## config.mk

```make
export PLATFORM = sky130hd
export DESIGN_NAME = tlbpt_frame_owner
export DESIGN_NICKNAME = d
export VERILOG_FILES = /design/src/design/tlbpt_pkg.sv /design/src/design/tlbpt_frame_owner.sv
export SDC_FILE = /design/constraint.sdc
export NUM_CORES = 1
export LEC_CHECK = 0
export BUFFER_PORTS_ARGS = -buffer_cell sky130_fd_sc_hd__buf_2
export CORE_ASPECT_RATIO = 0.7
export CORE_MARGIN = 10
export CORE_UTILIZATION = 60
export CTS_CLUSTER_DIAMETER = 150
export CTS_CLUSTER_SIZE = 30
export DETAILED_ROUTE_END_ITERATION = 8
export GPL_TIMING_DRIVEN = 1
export PLACE_DENSITY = 0.72
export RECOVER_POWER = 100
export SLEW_MARGIN = 10
export SYNTH_ARGS = -nofsm -noshare
export SYNTH_HDL_FRONTEND = slang
export SYNTH_SLANG_ARGS = --single-unit
```

## constraint.sdc

```tcl
create_clock -name clk -period 9.96 [get_ports clk]
set_input_delay 1.992 -clock clk [delete_from_list [all_inputs] [get_ports clk]]
set_output_delay 1.992 -clock clk [all_outputs]
set_load 0.01 [all_outputs]
```

## src/design/tlbpt_pkg.sv

```systemverilog
// ----------------------------------------------------------------------------
// tlbpt_pkg
// Shared types and constants for the TLB and page table translator.
// ----------------------------------------------------------------------------
package tlbpt_pkg;

  localparam int ADDR_W      = 16;
  localparam int OFFSET_W    = 8;
  localparam int PAGE_IN_W   = 8;
  localparam int FRAME_OUT_W = 7;
  localparam int PA_W        = 15;
  localparam int PAGE_OUT_W  = 8;
  localparam int PAGE_TAB_N  = 256;

  typedef enum logic [1:0] {
    OUT_TLB_HIT = 2'd0,
    OUT_PT_HIT  = 2'd1,
    OUT_FAULT   = 2'd2
  } outcome_t;

  typedef enum logic [1:0] {
    ST_IDLE,
    ST_LOOK,
    ST_FAULT
  } state_t;

  typedef struct packed {
    logic insert;
    logic drop;
  } tlb_cmd_t;

endpackage

```

## src/design/tlbpt_frame_owner.sv

```systemverilog
// ----------------------------------------------------------------------------
// tlbpt_frame_owner
// Reverse map from physical frame to the page that holds it, in a
// synchronous memory with one registered read port.
// ----------------------------------------------------------------------------
module tlbpt_frame_owner import tlbpt_pkg::*; #(
  parameter int PAGE_COUNT  = 256,
  parameter int FRAME_COUNT = 128,
  localparam int PW = (PAGE_COUNT > 1) ? $clog2(PAGE_COUNT) : 1,
  localparam int FW = (FRAME_COUNT > 1) ? $clog2(FRAME_COUNT) : 1
) (
  input  logic          clk,
  input  logic [FW-1:0] rd_addr,
  output logic [PW-1:0] rd_data,
  input  logic          wr_en,
  input  logic [FW-1:0] wr_addr,
  input  logic [PW-1:0] wr_data
);

  logic [PW-1:0] owners [FRAME_COUNT];

  always_ff @(posedge clk) begin
    if (wr_en) begin
      owners[wr_addr] <= wr_data;
    end
    rd_data <= owners[rd_addr];
  end

endmodule

```

-- Yosys cells after proc, flatten, opt, wreduce, memory -nomap -nowiden
Memory sizes are Yosys's and may differ from the RTL's. A register that Yosys moved wholly into a read port is not among the register bits.
Index checks and enable logic that the tools add are counted.
- mux-type cells: 2
- add/sub/neg operators: 0
- div/mod/pow operators: 0
- equality and inequality tests: 0
- shifts and indexed selects: 0
- bitwise logic cells: 0
- reductions and logical operators: 0
- $lt $le $gt $ge: 0
- multiply operators: 0
- operators by type and width (cell ; number):
    $mux 1 ; 2
- bits of input ports: 24
- memories: 1
- output and inout port bits: 8
- bits in read-only memories: 0
- register bits after elaboration: 0
- RAM bits: 1024
- bits in latches: 0
- memory list (memory ; depth ; width ; read ports ; clocked after memory_dff ; write ports ; line ; text):
    owners ; 128 ; 8 ; 1 ; 1 ; 1 ; tlbpt_frame_owner.sv:20 ; logic [PW-1:0] owners [FRAME_COUNT];

-- Depth between registers and ports, before layout
- word-level depth: 2
- depth in mapped cells: 7
- mapped depth without buffers: 4

-- Worst setup path after synthesis
Ideal clock, no wire load.
- kind: in2reg
- start point: in rd_addr[0]
- end point: reg rd_data[0] (read register of owners)
- arrival: 4.375 ns
- required time: 9.839 ns
- setup slack: 5.464 ns
- stages: 6
- library setup time: 0.121 ns
- path buffers: 2
- path through: clkbuf_1 buf_1 mux4_2 mux4_2 mux4_2 mux2_2
- RTL lines (element ; line ; text):
    from (decl) ; tlbpt_frame_owner.sv:13 ; input logic [FW-1:0] rd_addr,
    to (decl) ; tlbpt_frame_owner.sv:14 ; output logic [PW-1:0] rd_data,

==> summary.md <==
| Metric | Value |
|---|---|
| Run status | `finished, violations left` |
| Violated checks | `capacitance limit, slew limit` |
| Fin cells | `2554` |
| Area Overhead vs Synth | `5.39%` |
| Fillers | `4202` |
| Hold Crit Depth | `4` |
| Syn_nets | `1659` |
| Die width | `327 um` |
| Hold_buf cts | `0` |
| CTS clk-pin slew, worst paths | `0.12 ns` |
| Min-delay worst type | `reg -> reg` |
| Final net count | `1677` |
| Synthesized-area fraction occupied by adder cells | `0` |
| Worst rel slew slack | `-1.91` |
| Rows | `78` |
| Minimum clock period | `6.95 ns` |
| Layout cells sized above 1 | `0.241` |
| Initial Utilization | `0.609` |
| CP Capture Type | `flop` |
| Setup Total Neg Slack | `0 ns` |
| Synth Area in Compound Gates | `0` |
| Clock Tree Buf Depth | `3` |
| P_leak | `12.3 nW` |
| FMAX | `144 MHz` |
| Core Area | `65100 um^2` |
| Root buffer cell | `clkbuf_16` |
| YS warnings | `0` |
| 1st-iter DRT viols | `2458` |
| WL final | `84900 um` |
| Largest net degree at the start of global routing | `134` |
| Max IR drop VDD | `0.163 mV` |
| Startpoint Class | `primary input` |
| # clock sinks | `1032` |
| PortBufs | `31` |
| Clk_skew | `0.0205 ns` |
| Worst-margin pin slew | `4.37 ns` |
| Netlist Area Pre-Place | `39700 um^2` |
| Worst r2r path cells | `4` |
| Crit path max fanout | `83` |
| Inserted Clock Buffers | `40` |
| Via-per-instance ratio | `6.81` |
| Multiplexer share of the synthesized area | `0.193` |
| Largest family of logic cells by synthesized area | `multiplexers` |
| CTS tree | `done` |
| Final hold vios | `0` |
| Crit share post-route | `0.698` |
| Die height | `235 um` |
| WHS Endpoint | `rd_data[5]` |
| Total gr overflow | `0` |
| Power Dens Cells | `173 nW/um^2` |
| Remaining DRCs | `0` |
| Synth Area in XOR/XNOR | `0` |
| Netlist cell types | `17` |
| R2r setup slk | `7.51 ns` |
| Register area share after synthesis | `0.779` |
| Placed insts | `2491` |
| GRT Total Usage | `0.221` |
| Insertion delay to the later sink of the worst-skew pair | `0.61 ns` |
| Initial antenna violation count | `9` |
| DP Wirelength | `50500 um` |
| Commonest cells after routing, fill and taps aside | `edfxtp_1 (1024), mux4_2 (336), nor2_1 (122), clkbuf_1 (63), clkbuf_16 (41)` |
| H-tree depth | `2` |
| Post_cts resized | `0` |
| Number of max-cap violations | `21` |
| Crit path DAT | `7.45 ns` |
| Worst r2r src | `owners[87][7]` |
| Hold Startpoint | `owners[20][5]` |
| Max-slew violations | `1170` |
| Synth Area in Simple Gates | `0.0176` |
| Fin Hold WS | `1.13 ns` |
| 1st-pass router iterations | `5` |
| Routability cong. | `0.792` |
| FF+latch count, synth | `1032` |
| Antenna-violating nets left | `0` |
| Io pins | `32` |
| Avg WL per Cell | `33.2 um` |
| Finish-stage setup viols | `0` |
| First-pass GRT wire length | `123000 um` |
| Vias in the first global route | `17100` |
| Postcts setup bufs | `0` |
| Post-Syn Area per Cell | `24.3 um^2` |
| Most common cell after layout, fill and taps aside | `edfxtp_1` |
| WS Path Type | `in -> reg` |
| RSZ-0062 raised after global routing | `no` |
| Vias | `17400` |
| Die footprint | `77000 um^2` |
| Cells after Synth | `1635` |
| Worst R2R End | `rd_data[7]` |
| Critical path required time | `10.45 ns` |
routing by layer:
layer,share of wire,track usage,routed length (um),up-vias
met3,0.12,0.0757,10600,102
met5,0.00039,0,33,-
met1,0.41,0.336,34900,9345
li1,-,-,-,6979
met2,0.44,0.312,37600,954
met4,0.021,0.0483,1790,6
worst max-delay path, stage by stage:
cell and delay [ns]:
clkbuf_2 2.31, buf_4 1.07, mux4_2 0.61, mux4_2 0.53
mux4_2 0.49, mux2_1 0.34
synthesized netlist by cell type (all sizes together):
library cell | count | share of area
nor2 | 122 | 0.012
mux4 | 336 | 0.19
dfxtp | 8 | 0.0040
clkbuf | 44 | 0.0042
nand2 | 14 | 0.0013
mux2 | 8 | 0.0023
buf | 45 | 0.0060
nand3 | 12 | 0.0015
nand2b | 2 | 0.00032
or3 | 1 | 0.00016
nor3 | 9 | 0.0011
nand4 | 3 | 0.00047
nor2b | 7 | 0.0011
edfxtp | 1024 | 0.78
sequential cells by signal, summed over array words and instances (netlist names):
signal,flops
rd_data,8
owners,1024
how the worst max path moves through the flow:
| stage | start | end | slack (ns) | cells past startpoint |
|---|---|---|---|---|
| final | rd_addr[0] | rd_data[7] | 3.01 | 6 |
| after global routing | rd_addr[0] | rd_data[7] | 2.35 | 6 |
| after CTS | rd_addr[0] | rd_data[4] | 4.69 | 6 |
| after detailed placement | rd_addr[0] | rd_data[4] | 4.03 | 6 |
| after global placement | rd_addr[0] | rd_data[4] | 4.06 | 6 |
| after floorplan | rd_addr[0] | rd_data[0] | 5.46 | 6 |
stage by stage:
step	utilization	area (um^2)	power, mW	worst slack, ns
after floorplan	-	39700	5.14	5.46
after global placement	0.627	40800	5.32	4.06
after detailed placement	0.627	40800	5.33	4.03
after CTS	0.644	41900	7.25	4.69
after global routing	0.642	41800	7.43	2.35
final	0.642	41800	7.23	3.01
power by group:
part	switching [mW]	total, mW	internal (mW)	leakage [nW]
Sequential	0.0101	4.81	4.80	9.27
Combinational	0.257	0.428	0.171	2.45
Clock	1.22	1.99	0.777	0.534
Total	1.49	7.23	5.75	12.3
cell type report:
type / count / area (um^2) / share of cell area
multi-input cells: 514 / 8350 / 0.200
diodes: 5 / 12.5 / 0.000299
repair buffers: 65 / 319 / 0.00763
flip-flops and latches: 1032 / 30900 / 0.739
clock inverters: 1 / 20.0 / 0.000479
well taps: 880 / 1100 / 0.0263
clock buffers: 57 / 1090 / 0.0260
logic make-up after synthesis:
kind of cell / Yosys count
flops: 1032
mux: 344
buf+inv: 89
simple gates: 170
Power figures use the tool's default switching activity.
