[src/design/tlbpt_pkg.sv]
// ----------------------------------------------------------------------------
// tlbpt_pkg
// Shared types and constants for the TLB and page table translator.
// ----------------------------------------------------------------------------
package tlbpt_pkg;

  localparam int ADDR_W      = 16;
  localparam int OFFSET_W    = 8;
  localparam int PAGE_IN_W   = 8;
  localparam int FRAME_OUT_W = 7;
  localparam int PA_W        = 15;
  localparam int PAGE_OUT_W  = 8;
  localparam int PAGE_TAB_N  = 256;

  typedef enum logic [1:0] {
    OUT_TLB_HIT = 2'd0,
    OUT_PT_HIT  = 2'd1,
    OUT_FAULT   = 2'd2
  } outcome_t;

  typedef enum logic [1:0] {
    ST_IDLE,
    ST_LOOK,
    ST_FAULT
  } state_t;

  typedef struct packed {
    logic insert;
    logic drop;
  } tlb_cmd_t;

endpackage

[src/design/tlbpt_page_table.sv]
// ----------------------------------------------------------------------------
// tlbpt_page_table
// Page table: frame numbers in a synchronous memory with two registered read
// ports, present bits in flip-flops cleared at reset.
// ----------------------------------------------------------------------------
module tlbpt_page_table import tlbpt_pkg::*; #(
  parameter int PAGE_COUNT  = 256,
  parameter int FRAME_COUNT = 128,
  localparam int PW = (PAGE_COUNT > 1) ? $clog2(PAGE_COUNT) : 1,
  localparam int FW = (FRAME_COUNT > 1) ? $clog2(FRAME_COUNT) : 1
) (
  input  logic          clk,
  input  logic          rst,
  input  logic [PW-1:0] rd_addr_a,
  input  logic [PW-1:0] rd_addr_b,
  output logic [FW-1:0] rd_frame_a,
  output logic          rd_present_a,
  output logic [FW-1:0] rd_frame_b,
  output logic          rd_present_b,
  input  logic          wr_en,
  input  logic [PW-1:0] wr_addr,
  input  logic [FW-1:0] wr_frame,
  input  logic          clr_en,
  input  logic [PW-1:0] clr_addr
);

  logic [FW-1:0]         frames [PAGE_COUNT];
  logic [PAGE_COUNT-1:0] present;
  logic [PAGE_COUNT-1:0] present_next;

  always_ff @(posedge clk) begin
    if (wr_en) begin
      frames[wr_addr] <= wr_frame;
    end
    rd_frame_a <= frames[rd_addr_a];
    rd_frame_b <= frames[rd_addr_b];
  end

  // A clear and a set in the same transfer: the set wins, as the new page
  // is installed after the victim is removed.
  always_comb begin
    present_next = present;
    if (clr_en) begin
      present_next[clr_addr] = 1'b0;
    end
    if (wr_en) begin
      present_next[wr_addr] = 1'b1;
    end
  end

  always_ff @(posedge clk) begin
    if (rst) begin
      present      <= '0;
      rd_present_a <= 1'b0;
      rd_present_b <= 1'b0;
    end else begin
      present      <= present_next;
      rd_present_a <= present[rd_addr_a];
      rd_present_b <= present[rd_addr_b];
    end
  end

endmodule

[config.mk]
export PLATFORM = sky130hd
export DESIGN_NAME = tlbpt_page_table
export DESIGN_NICKNAME = d
export VERILOG_FILES = /design/src/design/tlbpt_pkg.sv /design/src/design/tlbpt_page_table.sv
export SDC_FILE = /design/constraint.sdc
export NUM_CORES = 2
export LEC_CHECK = 0
export BUFFER_PORTS_ARGS = -buffer_cell sky130_fd_sc_hd__buf_2
export CORE_AREA = 5 5 601 365
export CTS_BUF_LIST = sky130_fd_sc_hd__clkbuf_2 sky130_fd_sc_hd__clkbuf_4 sky130_fd_sc_hd__clkbuf_8
export DETAILED_ROUTE_END_ITERATION = 10
export DIE_AREA = 0 0 606 370
export SYNTH_ARGS = -nofsm -noshare
export SYNTH_HDL_FRONTEND = slang
export SYNTH_SLANG_ARGS = --single-unit
[constraint.sdc]
create_clock -name clk -period 3.47 [get_ports clk]
set_input_delay 0.694 -clock clk [delete_from_list [all_inputs] [get_ports clk]]
set_output_delay 0.694 -clock clk [all_outputs]
set_load 0.005 [all_outputs]
Word level (Yosys, flattened, before mapping)
Memories as Yosys holds them, arrays and structs flattened. A register that Yosys moved wholly into a read port is not among the register bits.
Cells that the tools add are included.
{ "classes": {"n_addsub": 0, "multipliers": 0, "div": 0, "n_lt_le_gt_ge": 6, "n_eq_ne": 0, "n_shift": 0, "muxes": 12, "bitwise_logic": 3, "reduce_logical": 2} }
{ "op_table": {"columns": ["cell", "count"], "rows": [
  ["2-to-1 mux 256 bit", 2],
  ["bitwise AND 256 bit", 1],
  ["NOT 256 bit", 1],
  ["bitwise OR 256 bit", 1],
  ["less-than comparator 8 x 9 -> 1 bit (second input constant)", 4],
  ["binary-select mux 1 bit (select 8 bit)", 2],
  ["demux 1 bit (select 8 bit)", 2],
  ["greater-or-equal comparator 8 x 1 -> 1 bit (second input constant)", 2],
  ["2-to-1 mux 1 bit", 6],
  ["logical AND 1 bit", 2]
]} }
{ "word_totals": {"regBits": 258, "latch_bits": 0, "ram_bits": 1792, "mem_bits_ro": 0, "input_bits": 43, "out_inout_bits": 16, "wordCells": 27, "mem_count": 1} }
{ "memory_table": {"columns": ["name", "words", "word_bits", "rd", "rd_clocked_by_memory_dff", "write_ports", "line_no", "rtl"], "rows": [
  ["frames", 256, 7, 2, 2, 1, "tlbpt_page_table.sv:27", "logic [FW-1:0] frames [PAGE_COUNT];"]
]} }

Longest topological paths before layout
{ "logic_depth": {"word_depth": 9, "mapped_depth": 12, "depth_no_buf": 6} }

Least setup slack after synthesis
No wires, ideal clock.
{ "synth_timing": {"kind": "input -> register", "startpoint": "in rd_addr_b[0]", "endpoint": "reg rd_frame_b[2], read port of frames", "setup_ns": 0.116, "t_arrival_ns": 2.771, "setup_slack_ns": 0.583, "stages": 8, "path_buffers": 3, "cell_sequence": "buf_6 -> buf_2 -> buf_2 -> mux4_2 -> mux4_2 -> a21oi_1 -> nand4_1 -> and4_1"} }
{ "synth_rtl": {"columns": ["element", "line_no", "rtl"], "rows": [
  ["from (decl)", "tlbpt_page_table.sv:15", "input logic [PW-1:0] rd_addr_b,"],
  ["to (decl)", "tlbpt_page_table.sv:18", "output logic [FW-1:0] rd_frame_b,"]
]} }

==> impl_metrics.tcl <==
set metrics [dict create \
    htreeDepth 5 \
    place_ws_ps -408.7 \
    overflow 0 \
    outcome "finished clean" \
    antenna_found_initial 35 \
    tightest_slew_ps 1372 \
    p_leak_nw 37.23 \
    syn_nets 5486 \
    initial_core_util_pct 45.59 \
    power.density_nw_per_um2 480.0 \
    synthFlopType "edfxtp_1" \
    row_count 132 \
    die_h_um 370 \
    post-synth-top-area-cell "edfxtp_1" \
    min_period_ps 2925 \
    power.total_mw 53.10 \
    routed_wl_um 332400 \
    cp.required_ps 4330 \
    yosys_warnings 0 \
    period_share_pct 84.29 \
    critPathKind "input pin to register" \
    regArea_um2 59260 \
    nNetsFinal 5895 \
    cts_buffers 322 \
    drive_gt1_share_pct 36.88 \
    clock_path_buffers 4 \
    coreArea_um2 213900 \
    netlist_area_um2 97520 \
    top_layer_used "met5" \
    area_growth_pct 13.43 \
    clkLatencyLatePin_ps 960 \
    dp_hpwl_um 233700 \
    crit_path_start_kind "input pin" \
    ios 59 \
    synth.most_common_cell "edfxtp_1" \
    setup_viol 0 \
    final_hold_viol_count 0 \
    cts_hold_buf 0 \
    place_area_um2 104300 \
    crit_arrival_ps 3780 \
    synth_common_cells "1792 x edfxtp_1, 1179 x mux4_2, 347 x nand2_1" \
    grtUsageTotal_pct 29.37 \
    grt_setup_unrepaired "no" \
    fp.dieW_um 606 \
    fin_area_um2 110600 \
    ys_types 47 \
    grt_max_degree 113 \
    grt_pass1_wl_um 462600 \
    synth_top_cell_area_share_pct 55.18 \
    async_flop_share_pct 0 \
    cts_resized 0 \
    post_cts.repair.setup_buffers 0 \
    grt_pass1_vias 58840 \
    synth_seq_area_share_pct 60.77 \
    vias 60660 \
    drc_errors 0 \
    end_kind "register" \
    synth-edff-count 1792 \
    clk_pin_slew_ps 70 \
    dr.pass1.iters 6 \
    synthCells 5443 \
    avgSynthCellArea_um2 17.92 \
    ant_nets 0 \
    max-cap-violations 0 \
    synthTopCellsByArea "edfxtp_1 55%, mux4_2 27%, dfxtp_1 5.6%, a21oi_1 1.5%, o21ai_0 1.4%" \
    m1WireLength_um 139500 \
    crit_path_max_fanout 15 \
    place.gp.congestion 0.9927 \
    wl_met2_um 132600 \
    max_freq_ghz 0.3419 \
    final_max_slew_viol_count 0 \
    multi_input_area_um2 35210 \
    drtIter0Drc 10290 \
    cts_tree "built" \
    met3_length_um 49840 \
    hold_class "input pin to register" \
    synth_seq_cells 2064 \
    clock-root-buffer "clkbuf_8" \
    slew_headroom_pct 7.807 \
    layout_setup_ws_ps 545.0 \
    nFillCells 17130 \
    via_per_inst 6.745 \
    die_area_um2 224200 \
    io_buffers 58 \
    avgRoutedWirePerCell_um 36.97 \
    vdd_drop_max_mv 0.3387 \
    fin_skew_ps 64.97 \
    clock_sinks 2064 \
]
[registers in the layout (all words and copies together), names as in the netlist]
name	cells
frames	1792
present	256
rd_frame_a	7
rd_frame_b	7
rd_present_a	1
rd_present_b	1
[through the flow]
stage                     util (%)  hold slack (ps)  cells  setup TNS [ps]
after global placement       48.74            469.1   8409           -2529
after floorplan                  -            460.7   5443               0
after detailed placement     48.74            477.7   8409           -2415
after CTS                    51.69            209.0   8971               0
after global routing         51.71            281.8   8983               0
final                        51.72            292.8   8993               0
[worst paths after layout]
check                 from             to  slack, ps  cells past startpoint
min reg2reg    present[88]    present[88]        490                      2
max           rd_addr_b[0]  rd_frame_b[0]        550                     10
max reg2reg  frames[75][3]  rd_frame_a[3]        690                      6
min            clr_addr[3]   present[250]        290                      4
[worst max-delay path, cell delays in order]
cell and delay (ps):
buf_8 100, buf_12 170, buf_12 170, buf_4 330, mux4_2 550, mux2_2 320, a22oi_1 690, nand4_1 310
buf_4 230, and4_1 160
[power by group]
| group | internal [mW] | switching, mW |
|---|---|---|
| combinational | 2.05 | 2.88 |
| clock | 11.0 | 10.1 |
| sequential | 27.0 | 0.0716 |
[metal layers]
metal	track usage, %	vias up
met3	10.94	620
met4	8.615	6
met1	45.64	32040
met2	38.26	4536
li1	-	23460
met5	0	-
[area by class of cell]
| type | count | area share, % |
|---|---|---|
| Tap cell | 2881 | 3.259 |
| Inverter | 264 | 0.9049 |
| Sequential cell | 2064 | 53.57 |
| Clock buffer | 453 | 5.054 |
| Antenna cell | 22 | 0.04977 |
| Clock inverter | 109 | 0.6504 |
| Multi-Input combinational cell | 2688 | 31.83 |
| Timing Repair Buffer | 512 | 4.681 |
[layout by cell type, fill, tap and decap left out, types with 37 or more instances in the layout]
cell type,netlist,layout
buf_4,38,348
clkbuf_8,0,358
buf_2,108,42
o21ai_0,270,270
mux2_2,37,37
inv_1,262,262
mux2i_1,132,132
dfxtp_1,272,272
nand2_1,347,347
edfxtp_1,1792,1792
nor2b_1,41,40
a22oi_1,51,51
nor2_1,47,47
a21oi_1,287,287
buf_12,0,108
mux4_2,1179,1179
o22ai_1,49,49
clkbuf_4,0,103
clkinv_1,0,58
[kinds of logic (layout without fill, tap and decap cells)]
group,Yosys count,after routing,synth area share [%]
other,0,22,0
and+or+nand+nor,600,600,2.788
DFF,2064,2064,60.77
muxes,1348,1348,29.01
buffers and inverters,691,1338,3.160
AOI/OAI and AO/OA,740,740,4.275
Note: power is estimated with default switching activity, not from simulation.
