## src/design/tlbpt_pkg.sv

```systemverilog
// ----------------------------------------------------------------------------
// tlbpt_pkg
// Shared types and constants for the TLB and page table translator.
// ----------------------------------------------------------------------------
package tlbpt_pkg;

  localparam int ADDR_W      = 16;
  localparam int OFFSET_W    = 8;
  localparam int PAGE_IN_W   = 8;
  localparam int FRAME_OUT_W = 7;
  localparam int PA_W        = 15;
  localparam int PAGE_OUT_W  = 8;
  localparam int PAGE_TAB_N  = 256;

  typedef enum logic [1:0] {
    OUT_TLB_HIT = 2'd0,
    OUT_PT_HIT  = 2'd1,
    OUT_FAULT   = 2'd2
  } outcome_t;

  typedef enum logic [1:0] {
    ST_IDLE,
    ST_LOOK,
    ST_FAULT
  } state_t;

  typedef struct packed {
    logic insert;
    logic drop;
  } tlb_cmd_t;

endpackage

```

## src/design/tlbpt_tlb.sv

```systemverilog
// ----------------------------------------------------------------------------
// tlbpt_tlb
// Fully associative TLB with round-robin fill and invalidation by frame.
// ----------------------------------------------------------------------------
module tlbpt_tlb import tlbpt_pkg::*; #(
  parameter int TLB_DEPTH   = 16,
  parameter int PAGE_COUNT  = 256,
  parameter int FRAME_COUNT = 128,
  localparam int PW = (PAGE_COUNT > 1) ? $clog2(PAGE_COUNT) : 1,
  localparam int FW = (FRAME_COUNT > 1) ? $clog2(FRAME_COUNT) : 1,
  localparam int TW = (TLB_DEPTH > 1) ? $clog2(TLB_DEPTH) : 1
) (
  input  logic          clk,
  input  logic          rst,
  input  logic [PW-1:0] lookup_page,
  output logic          hit,
  output logic [FW-1:0] hit_frame,
  input  tlb_cmd_t      cmd,
  input  logic [PW-1:0] upd_page,
  input  logic [FW-1:0] upd_frame
);

  logic [TLB_DEPTH-1:0] valid;
  logic [TLB_DEPTH-1:0] valid_next;
  logic [PW-1:0]        pages  [TLB_DEPTH];
  logic [FW-1:0]        frames [TLB_DEPTH];
  logic [TW-1:0]        next_slot;

  // Lowest-numbered matching slot wins.
  always_comb begin
    hit       = 1'b0;
    hit_frame = '0;
    for (int i = TLB_DEPTH - 1; i >= 0; i--) begin
      if (valid[i] && pages[i] == lookup_page) begin
        hit       = 1'b1;
        hit_frame = frames[i];
      end
    end
  end

  // Entries for a reused frame are dropped first; the new entry then lands
  // in the next slot, even if that slot was one of those dropped.
  always_comb begin
    valid_next = valid;
    if (cmd.drop) begin
      for (int i = 0; i < TLB_DEPTH; i++) begin
        if (frames[i] == upd_frame) begin
          valid_next[i] = 1'b0;
        end
      end
    end
    if (cmd.insert) begin
      valid_next[next_slot] = 1'b1;
    end
  end

  always_ff @(posedge clk) begin
    if (rst) begin
      valid     <= '0;
      next_slot <= '0;
    end else begin
      valid <= valid_next;
      if (cmd.insert) begin
        if (next_slot == TW'(TLB_DEPTH - 1)) begin
          next_slot <= '0;
        end else begin
          next_slot <= next_slot + 1'b1;
        end
      end
    end
  end

  always_ff @(posedge clk) begin
    if (cmd.insert) begin
      pages[next_slot]  <= upd_page;
      frames[next_slot] <= upd_frame;
    end
  end

endmodule

```

## config.mk

```make
export PLATFORM = sky130hd
export DESIGN_NAME = tlbpt_tlb
export DESIGN_NICKNAME = d
export VERILOG_FILES = /design/src/design/tlbpt_pkg.sv /design/src/design/tlbpt_tlb.sv
export SDC_FILE = /design/constraint.sdc
export NUM_CORES = 1
export LEC_CHECK = 0
export ABC_AREA = 0
export BUFFER_PORTS_ARGS = -buffer_cell sky130_fd_sc_hd__buf_2
export CAP_MARGIN = 10
export CORE_UTILIZATION = 45
export CTS_BUF_LIST = sky130_fd_sc_hd__clkbuf_16
export DETAILED_ROUTE_END_ITERATION = 6
export GPL_TIMING_DRIVEN = 1
export PLACE_DENSITY = 0.62
export SYNTH_ARGS = -nofsm -noshare
export SYNTH_HDL_FRONTEND = slang
export SYNTH_SLANG_ARGS = --single-unit
```

## constraint.sdc

```tcl
create_clock -name clk -period 4.2 [get_ports clk]
set_clock_uncertainty 0.05 [all_clocks]
set_input_delay 1.05 -clock clk [delete_from_list [all_inputs] [get_ports clk]]
set_output_delay 1.05 -clock clk [all_outputs]
set_load 0.02 [all_outputs]
```

======== Word-level counts from Yosys, hierarchy flattened ========
Memory sizes are Yosys's and may differ from the RTL's.
Cells that the tools add are included.
operators by class
  add/subtract/negate cells ............... 1
  multipliers ............................. 0
  divide/modulo/power cells ............... 0
  $lt $le $gt $ge ......................... 2
  equality and inequality tests ........... 33
  shifts and indexed selects .............. 0
  mux-type cells .......................... 55
  bitwise operators ....................... 1
  reductions and logical operators ........ 17
operators with widths
  kind                   count
  $eq A8 B8 Y1           16
  $eq A7 B7 Y1           16
  $mux W7                16
  $mux W1                35
  $mux W16               2
  $logic_and A1 B1 Y1    17
  $or A16 B16 Y16        1
  $lt A4 B5 Y1 const B   1
  $add A4 B1 Y4 const B  1
  $demux W1 S4           1
  $eq A4 B4 Y1 const B   1
  $ge A4 B1 Y1 const B   1
  $mux W4                1
word-level totals
  bits in registers ....................... 20
  bits in latches ......................... 0
  RAM bits ................................ 240
  memory bits (read-only) ................. 0
  input port bits ......................... 27
  output and inout bits ................... 8
  logic and storage cells ................. 113
  memories kept ........................... 2
memory list
  name    words  width  read ports  clocked after memory_dff  write ports  RTL line         RTL
  pages   16     8      16          0                         1            tlbpt_tlb.sv:25  logic [PW-1:0] pages [TLB_DEPTH];
  frames  16     7      16          0                         1            tlbpt_tlb.sv:26  logic [FW-1:0] frames [TLB_DEPTH];

======== Longest topological paths before layout ========
Gate-level depths: netlist (run 1).
  depth after elaboration ................. 18
  depth in mapped cells ................... 11
  mapped depth without buffers ............ 8

======== Least setup slack after synthesis (run 1) ========
No wires, ideal clock.
  path kind ............................... in2out
  start point ............................. in lookup_page[1]
  end point ............................... out hit_frame[5]
  data arrival time ....................... 2.943 ns
  required time ........................... 3.100 ns
  setup slack ............................. 0.157 ns
  stages on the path ...................... 10
  path buffers ............................ 2
  cells stage by stage .................... buf_6 -> buf_12 -> xor2_2 -> nor4_4 -> nand4_2 -> or3b_1 -> a31oi_1 -> a211o_1 -> a21oi_1 -> o22ai_1
between the ends
  cells in the longest elaborated chain, start to end .. 18
  elaborated cells between the ends (all ways) .. 48
  classes of those cells .................. 16 x eq/ne; 16 x mux; 16 x reduce/logical
ends and longest elaborated chain
  item                   RTL line         RTL
  start, declared        tlbpt_tlb.sv:15  input logic [PW-1:0] lookup_page,
  $eq A8 B8 Y1           tlbpt_tlb.sv:34  if (valid[i] && pages[i] == lookup_page) begin
  $logic_and A1 B1 Y1    tlbpt_tlb.sv:34
  $mux W7 (15 in a row)  tlbpt_tlb.sv:34
  $mux W7 (*)            tlbpt_tlb.sv:34
  end, declared          tlbpt_tlb.sv:17  output logic [FW-1:0] hit_frame,
Every way passes the cells marked *; elsewhere a longest branch is shown, timed or not.

======== Worst setup path in the final report (run 1) ========
  start point ............................. in lookup_page[2]
  end point ............................... out hit_frame[5]
Same word-level chain as after synthesis.

==> results of run 1 <==
per-stage QoR:
step           cells  setup TNS, ns  util (%)  power (W)  setup WS [ns]
3_5_place_dp    1422         -2.369     50.57   0.003317        -0.3501
3_3_place_gp    1422         -2.147     50.57   0.003312        -0.3168
5_1_grt         1486         -1.287     56.40   0.005742        -0.2356
2_1_floorplan    950              0         -   0.003159         0.1569
4_1_cts         1479        -0.7187     55.20   0.005615        -0.1855
6_report        1486        -0.7865     56.40   0.005593        -0.1907
logic make-up (layout without fill, tap and decap cells):
logic type / Yosys count / in the layout / share of synthesized area (%)
AOI/OAI and AO/OA: 121 / 121 / 5.868
buffers and inverters: 75 / 239 / 3.487
xor gates and xnor gates: 241 / 241 / 17.88
adders and majority gates: 4 / 4 / 0.3985
muxes: 10 / 10 / 0.8567
DFF: 260 / 260 / 60.57
and+or+nand+nor: 239 / 239 / 10.94
routing by layer:
layer | GRT usage, % | part of all wire [%] | vias to the layer above
li1 | - | - | 3739
met1 | 34.58 | 46 | 4012
met2 | 38.70 | 47 | 244
met3 | 2.829 | 4.8 | 50
met4 | 6.502 | 2.1 | 0
met5 | 0 | 0 | -
Yosys cell counts, types with 5 or more instances:
library cell,n
xor2_1,29
edfxtp_1,240
xnor2_1,200
nand3_1,23
mux2_2,6
nand2_1,58
a211oi_1,6
nand4_1,55
nor3_2,6
xnor2_2,7
nor3b_1,6
nor3_1,16
and2_1,6
nor4_1,9
buf_6,13
clkbuf_1,22
a21oi_1,46
and3_1,5
nor2_1,24
dfxtp_1,20
o21ai_0,29
inv_1,32
nand2b_1,6
worst min-delay path, stage by stage, from the launching register on:
cell and delay (ns):
dfxtp_1 0.31, o21ai_0 0.07, a21oi_1 0.06
power by group:
part | internal [W] | leakage, nW | switching [W] | total [W]
clock | 0.00130 | 0.434 | 0.000999 | 0.00230
combinational | 0.000175 | 2.53 | 0.000247 | 0.000421
sequential | 0.00286 | 2.33 | 0.0000179 | 0.00287
total | 0.00433 | 5.30 | 0.00126 | 0.00559
registers in the layout, indices dropped and copies added (netlist names):
| signal | cells |
|---|---|
| frames | 112 |
| valid | 16 |
| next_slot | 4 |
| pages | 128 |
path summary, 6_finish.rpt:
| path | end | cells after the start | slack (ns) |
|---|---|---|---|
| worst max-delay path | hit_frame[5] | 11 | -0.19 |
| worst min-delay path | valid[14]$_SDFF_PP0_ | 2 | 0.44 |
| worst max register to register | pages[4][7]$_DFFE_PP_ | 4 | 2.07 |
| worst min register to register | valid[14]$_SDFF_PP0_ | 2 | 0.44 |
cell type report:
cell class                      count  area (um^2)  share of cell area, %
Sequential cell                   260         7607                  49.63
Multi-Input combinational cell    615         4980                  32.49
Timing Repair Buffer              156         1306                  8.522
Clock buffer                       29        725.7                  4.734
Tap cell                          372        465.4                  3.036
Inverter                           33        123.9                 0.8081
Clock inverter                     21        120.1                 0.7836
what timing repair did:
item,4_1_cts,5_1_grt
setup buffers,6,7
endpoints found under the setup margin,8,8
hold buffers,0,0
resized for setup,74,54
gates cloned,2,0
pin swaps,34,22
==> flow_summary.toml, run 1 <==
[outcome]
status = "finished, violations left"
violations = "negative setup slack"

[cts]
clk_pin_slew_ns = 0.06
clk_latency_ns = 0.55
cts_tree = "yes"
cts_buffers = 28
clock-root-buffer = "clkbuf_16"
cts.sinks = 260
h-tree-depth = 1
cts_buffer_depth = 3

[pwr]
power_density_nw_per_um2 = 364.8
p_leak_nw = 5.297
ir_worst_vdd_mv = 0.3566

[finish]
area_delta_synth_final_pct = 22.05
mostFrequentLayoutCells = "240 x edfxtp_1, 185 x xnor2_1, 108 x buf_4, 56 x nand2_1, 55 x nand4_1"
final_layout_size_suffix_gt1_share_pct = 27.02
num-fill-cells = 2271
finish.instance_area_um2 = 15330
nNetsFinal = 1125
antennaDiodeCount = 0
layout_commonest_cell = "edfxtp_1"

[synth]
synth_top_area_share_pct = 57.38
ys_async_sr_fraction_pct = 0
syn_nets = 981
synth.cell_area_um2 = 12560
avgSynthCellArea_um2 = 13.22
yosys_warnings = 0
synth_area_leaders = "edfxtp_1 57%, xnor2_1 14%, dfxtp_1 3.2%"
yosys_register_bits = 260
synth.distinct_cells = 67
ys_seq_area_share_pct = 60.57
synth_cells = 950
yosysTopAreaCell = "edfxtp_1"
synthFlopType = "edfxtp_1"
synth_enable_flop_cells = 240

[worst_setup_path]
worstPathArrival_ns = 3.29
cp-start-kind = "input pin"
crit_chain = "buf_12, buf_12, xor2_4, nor4_4, nand4_2, or3b_1, a31oi_2, a211o_1, a21oi_2, o22ai_1, buf_4"
slowest_stage = "or3b_1"
setup.worst_path.class = "in -> out"
r2r-start = "next_slot[2]$_SDFFE_PP0P_"
cp_common_cell = "buf_12"
cp-startpoint = "lookup_page[2]"
critPathMaxFanout = 5
cp.required_ns = 3.10
cpPeakStageDelay_ns = 0.45
end_kind = "output port"
cp_num_buf_inv = 3
cp_top_family = "simple AND/OR/NAND/NOR gates"

[timing]
slew_headroom_pct = 36.45
hold_viol_final = 0
layout_min_cycle_time_ns = 4.391
tightest_slew_ns = 0.9533
holdWs_ns = 0.4438
fmax_mhz = 227.8
drv_slew = 0
grt_setup_unrepaired = "true"
timing.final.ws_setup_ns = -0.1907
finalCritPeriodShare_pct = 104.5
setup_viol = 8

[detailed_routing]
wire_per_inst_um = 22.51
ant_nets = 0
num_vias = 8045
routed_via_density = 5.414
totalWireLength_um = 33460
first_iter_violations = 693
drc_errors = 0
firstDrtPassIters = 5

[global_routing]
first_global_vias = 7944
grt_start_max_net_pins = 33
antenna_found_initial = 1
grt_first_pass_wirelength_um = 50250
grt-ovfl-total = 0
grt_use_total_pct = 24.05

[hold_path]
hp-start = "valid[14]$_SDFF_PP0_"
hold_class = "reg -> reg"

[die]
num_io_pins = 35
die_area_um2 = 28580
die_h_um = 169.1
core-area_um2 = 27180
die_w_um = 169.1
start_util_pct = 46.22
num_rows = 60

[place]
gp_congestion = 0.9838
dpl.hpwl_um = 22440
place_area_um2 = 13740
port_buffers = 34

[run]
max_cap_violations = 0
Note: power is estimated with default switching activity, not from simulation.
==> inputs of run 2 (changes only) <==
--- a/config.mk
+++ b/config.mk
@@ -8,6 +8,7 @@
 export ABC_AREA = 0
 export BUFFER_PORTS_ARGS = -buffer_cell sky130_fd_sc_hd__buf_2
 export CAP_MARGIN = 10
+export CORE_MARGIN = 2
 export CORE_UTILIZATION = 45
 export CTS_BUF_LIST = sky130_fd_sc_hd__clkbuf_16
 export DETAILED_ROUTE_END_ITERATION = 6
==> flow_summary.toml, run 2 (synthesized netlist as in run 1, its figures left out) <==
[finish]
top_register = "pages"
antennaDiodeCount = 0
nNetsFinal = 1140
largest_register_ffs = 128
final_layout_size_suffix_gt1_share_pct = 28.29
area_delta_synth_final_pct = 25.01
mostFrequentLayoutCells = "240 x edfxtp_1, 178 x xnor2_1, 114 x buf_4, 57 x nand2_1, 55 x nand4_1"
layout_commonest_cell = "edfxtp_1"
final_cells = 1509
reg.largest.list = "pages (128), frames (112), valid (16)"

[die]
core-area_um2 = 27630
die_area_um2 = 29260
num_rows = 61
num_io_pins = 35
die_w_um = 171.1
start_util_pct = 45.46
die_h_um = 171.1

[worst_setup_path]
crit_chain = "buf_12, buf_12, buf_8, buf_12, xnor2_2, nand4_1, or3_4, nand3b_1, a211oi_2, o211ai_1, a21oi_1, nor2_1, buf_4"
cp-start-kind = "input pin"
worstPathArrival_ns = 3.29
slowest_stage = "or3_4"
cp.required_ns = 3.10
end_kind = "output port"
cpPeakStageDelay_ns = 0.43
critPathMaxFanout = 6
setup.worst_path.class = "in -> out"
cp_common_cell = "buf_12"

[place]
dpl.hpwl_um = 21860
dp_slack_ns = -0.3485
dp.cells = 1422
gp_congestion = 0.8830
port_buffers = 34

[pwr]
power_density_nw_per_um2 = 360.3
totalPowerFinal_w = 0.005658
p_leak_nw = 5.474
ir_worst_vdd_mv = 0.2838

[run]
max_cap_violations = 0

[cts]
clk_latency_ns = 0.54
cts_tree = "yes"
clock-root-buffer = "clkbuf_16"
cts_buffers = 28
cts_buffer_depth = 3
cts_hold_buf = 0
clk_pin_slew_ns = 0.06
cts.sinks = 260
h-tree-depth = 1

[detailed_routing]
dr_wl_met3_um = 1533
met2_wirelength_um = 15450
drc_errors = 0
wire_per_inst_um = 21.83
firstDrtPassIters = 5
ant_nets = 0
topRoutingLayerUsed = "met4"
routed_via_density = 5.333
wl_met1_um = 15180
num_vias = 8048
first_iter_violations = 646
totalWireLength_um = 32940

[timing]
layout_min_cycle_time_ns = 4.391
holdWs_ns = 0.4556
setup_viol = 7
timing.final.ws_setup_ns = -0.1913
slew_headroom_pct = 36.17
hold_viol_final = 0
grt_setup_unrepaired = "true"
tightest_slew_ns = 0.9574
tns_ns = -0.7574
fmax_mhz = 227.7
finalCritPeriodShare_pct = 104.6
drv_slew = 0

[global_routing]
grt_use_total_pct = 22.66
antenna_found_initial = 0
grt-ovfl-total = 0
first_global_vias = 7978
grt_start_max_net_pins = 33
grt_first_pass_wirelength_um = 48930

[hold_path]
hold_class = "reg -> reg"

[outcome]
violations = "negative setup slack"
status = "finished, violations left"
-- run 2: layer usage --
| metal | global-route usage, % | vias to the layer above |
|---|---|---|
| met5 | 0 | - |
| met4 | 6.706 | 0 |
| met3 | 2.637 | 47 |
| met2 | 36.80 | 222 |
| met1 | 32.16 | 4003 |
| li1 | - | 3776 |
-- run 2: critical path, delay by kind of cell --
family | cells | cell delay [ns]
compound gates | 3 | 0.34
xor+xnor | 1 | 0.13
buf+inv | 5 | 0.66
simple gates | 4 | 1.07
-- run 2: cell type report --
type	instances	area (um^2)
repair buffers	170	1541
clock inverters	23	146.4
well taps	378	473.0
inverters	33	123.9
clock buffers	29	725.7
flip-flops and latches	260	7607
multi-input cells	616	5084
fillers	2241	11930
-- run 2: power breakdown --
part           internal, W  switching, W
registers          0.00286     0.0000198
logic             0.000199      0.000247
clock network      0.00136      0.000978
total              0.00441       0.00124
-- run 2: stage by stage --
stage               util [%]  area, um^2
floorplan                  -       12560
global placement       49.65       13720
detailed placement     49.65       13720
CTS                    55.54       15340
global route           56.83       15700
finish                 56.83       15700
-- run 2: final timing paths --
kind	startpoint	end	slack, ns	cells after the start
min reg2reg	valid[13]$_SDFF_PP0_	valid[13]$_SDFF_PP0_	0.46	2
max reg2reg	next_slot[2]$_SDFFE_PP0P_	pages[5][6]$_DFFE_PP_	2.14	4
min	valid[13]$_SDFF_PP0_	valid[13]$_SDFF_PP0_	0.46	2
max	lookup_page[3]	hit_frame[1]	-0.19	13
-- run 2: repair_timing --
action,CTS,global route
buffers inserted,19,11
pin swaps,47,44
endpoints found under the setup margin,8,8
resized for setup,104,46
cloned,5,0
==> inputs of run 3 (changes only) <==
--- a/config.mk
+++ b/config.mk
@@ -10,7 +10,7 @@
 export CAP_MARGIN = 10
 export CORE_MARGIN = 2
 export CORE_UTILIZATION = 45
-export CTS_BUF_LIST = sky130_fd_sc_hd__clkbuf_16
+export CTS_BUF_LIST = sky130_fd_sc_hd__clkbuf_4
 export DETAILED_ROUTE_END_ITERATION = 6
 export GPL_TIMING_DRIVEN = 1
 export PLACE_DENSITY = 0.62
==> flow_summary.toml, run 3 (synthesized netlist as in run 1, its figures left out) <==
[outcome]
status = "finished, violations left"
violations = "negative setup slack"

[detailed_routing]
ant_nets = 0
totalWireLength_um = 33180
firstDrtPassIters = 5
num_vias = 8347
wire_per_inst_um = 21.12
routed_via_density = 5.313
drc_errors = 0
first_iter_violations = 624

[cts]
h-tree-depth = 3
clk_latency_ns = 0.69
cts_tree = "yes"
cts_buffer_depth = 3
clk_pin_slew_ns = 0.07
cts_buffers = 71
clock-root-buffer = "clkbuf_4"
cts.sinks = 260

[die]
die_h_um = 171.1
die_area_um2 = 29260
die_w_um = 171.1
core-area_um2 = 27630
num_io_pins = 35
start_util_pct = 45.46
num_rows = 61

[worst_setup_path]
cp.required_ns = 3.10
reg2reg_setup_slack_ns = 2.11
r2r_end = "frames[5][2]$_DFFE_PP_"
cp_top_family = "simple AND/OR/NAND/NOR gates"
end_kind = "output port"
cp-startpoint = "lookup_page[7]"
critPathMaxFanout = 7
cp_num_buf_inv = 4
cp_common_cell = "buf_12"
crit_path_end = "hit_frame[1]"
cp-start-kind = "input pin"
path_depth = 12
worstPathArrival_ns = 3.21
crit_chain = "buf_8, buf_12, buf_12, xnor2_2, nand3_2, or3_4, nand3b_1, a211oi_2, o211ai_1, a21oi_1, nor2_1, buf_4"
cpPeakStageDelay_ns = 0.44
r2r-start = "next_slot[2]$_SDFFE_PP0P_"
r2r_cells = 4
slowest_stage = "or3_4"
setup.worst_path.class = "in -> out"

[global_routing]
first_global_vias = 8402
grt_start_max_net_pins = 33
grt-ovfl-total = 0
use_met1_pct = 31.87
antenna_found_initial = 1
use_met2_pct = 36.06
top_usage_layer = "met2"
grt_use_met3_pct = 3.794
grt_use_total_pct = 22.82
grt_first_pass_wirelength_um = 49350

[pwr]
p_leak_nw = 5.499
totalPowerFinal_w = 0.005724
ir_worst_vdd_mv = 0.1705
power_density_nw_per_um2 = 365.0

[timing]
holdWs_ns = 0.4558
grt_setup_unrepaired = "true"
fmax_mhz = 232.2
setup_viol = 7
hold_viol_final = 0
slew_headroom_pct = 35.69
layout_min_cycle_time_ns = 4.307
timing.final.ws_setup_ns = -0.1072
tightest_slew_ns = 0.9646
drv_slew = 0
finalCritPeriodShare_pct = 102.6

[finish]
final_cells = 1571
utilization_pct = 56.76
final_layout_size_suffix_gt1_share_pct = 32.63
top_register = "pages"
area_delta_synth_final_pct = 24.86
reg.largest.list = "pages (128), frames (112), valid (16)"
mostFrequentLayoutCells = "240 x edfxtp_1, 177 x xnor2_1, 116 x buf_4, 109 x clkbuf_4, 58 x nand2_1"
layout_commonest_cell = "edfxtp_1"
nNetsFinal = 1175
largest_register_ffs = 128

[run]
max_cap_violations = 0

[place]
gp_congestion = 0.8830
dp.cells = 1422
dpl.hpwl_um = 21860
dp_slack_ns = -0.3485
port_buffers = 34

[hold_path]
hold_class = "reg -> reg"
## run 3: worst register-to-register path, cell delays in order, from the launching register on
cell and delay [ns]:
dfxtp_1 0.43, nand2_1 0.08, nor2_1 0.40, nand2_1 0.19, inv_1 0.53
## run 3: final cells by class
type / count / area [um^2]
Tap cell: 378 / 473.0
Clock buffer: 109 / 818.3
Clock inverter: 12 / 141.4
Fill cell: 2272 / 11950
Sequential cell: 260 / 7607
Multi-Input combinational cell: 616 / 5109
Timing Repair Buffer: 162 / 1406
Inverter: 33 / 123.9
Antenna cell: 1 / 2.502
## run 3: layer usage
layer	vias up	share of wire, %	routed length [um]
li1	3894	-	-
met1	4085	45	14870
met2	291	46	15400
met3	77	6.2	2041
met4	0	2.6	866
met5	-	0	0
## run 3: worst min-delay path by stage
stage                                      end  cells past startpoint                 start
after floorplan           valid[14]$_SDFF_PP0_                      2  valid[14]$_SDFF_PP0_
after global placement    valid[13]$_SDFF_PP0_                      2  valid[13]$_SDFF_PP0_
after detailed placement  valid[13]$_SDFF_PP0_                      2  valid[13]$_SDFF_PP0_
after CTS                  valid[4]$_SDFF_PP0_                      2   valid[4]$_SDFF_PP0_
after global routing       valid[4]$_SDFF_PP0_                      2   valid[4]$_SDFF_PP0_
final                      valid[4]$_SDFF_PP0_                      2   valid[4]$_SDFF_PP0_
## run 3: what timing repair did
action	4_1_cts	5_1_grt
hold buffers	0	0
pin swaps	37	39
gates resized for setup	83	55
setup buffers	18	8
setup endpoints to repair	8	8
gates cloned	1	2
endpoints found under the hold margin	0	0
## run 3: power breakdown
part | internal (W) | total (W) | switching, W
sequential | 0.00286 | 0.00287 | 0.0000191
clock | 0.00136 | 0.00241 | 0.00105
combinational | 0.000190 | 0.000436 | 0.000246
## run 3: per-stage QoR
step / TNS (ns) / area (um^2)
detailed placement: -2.130 / 13720
global placement: -2.016 / 13720
finish: -0.4486 / 15680
floorplan: 0 / 12560
global route: -1.009 / 15680
CTS: -0.3566 / 15220
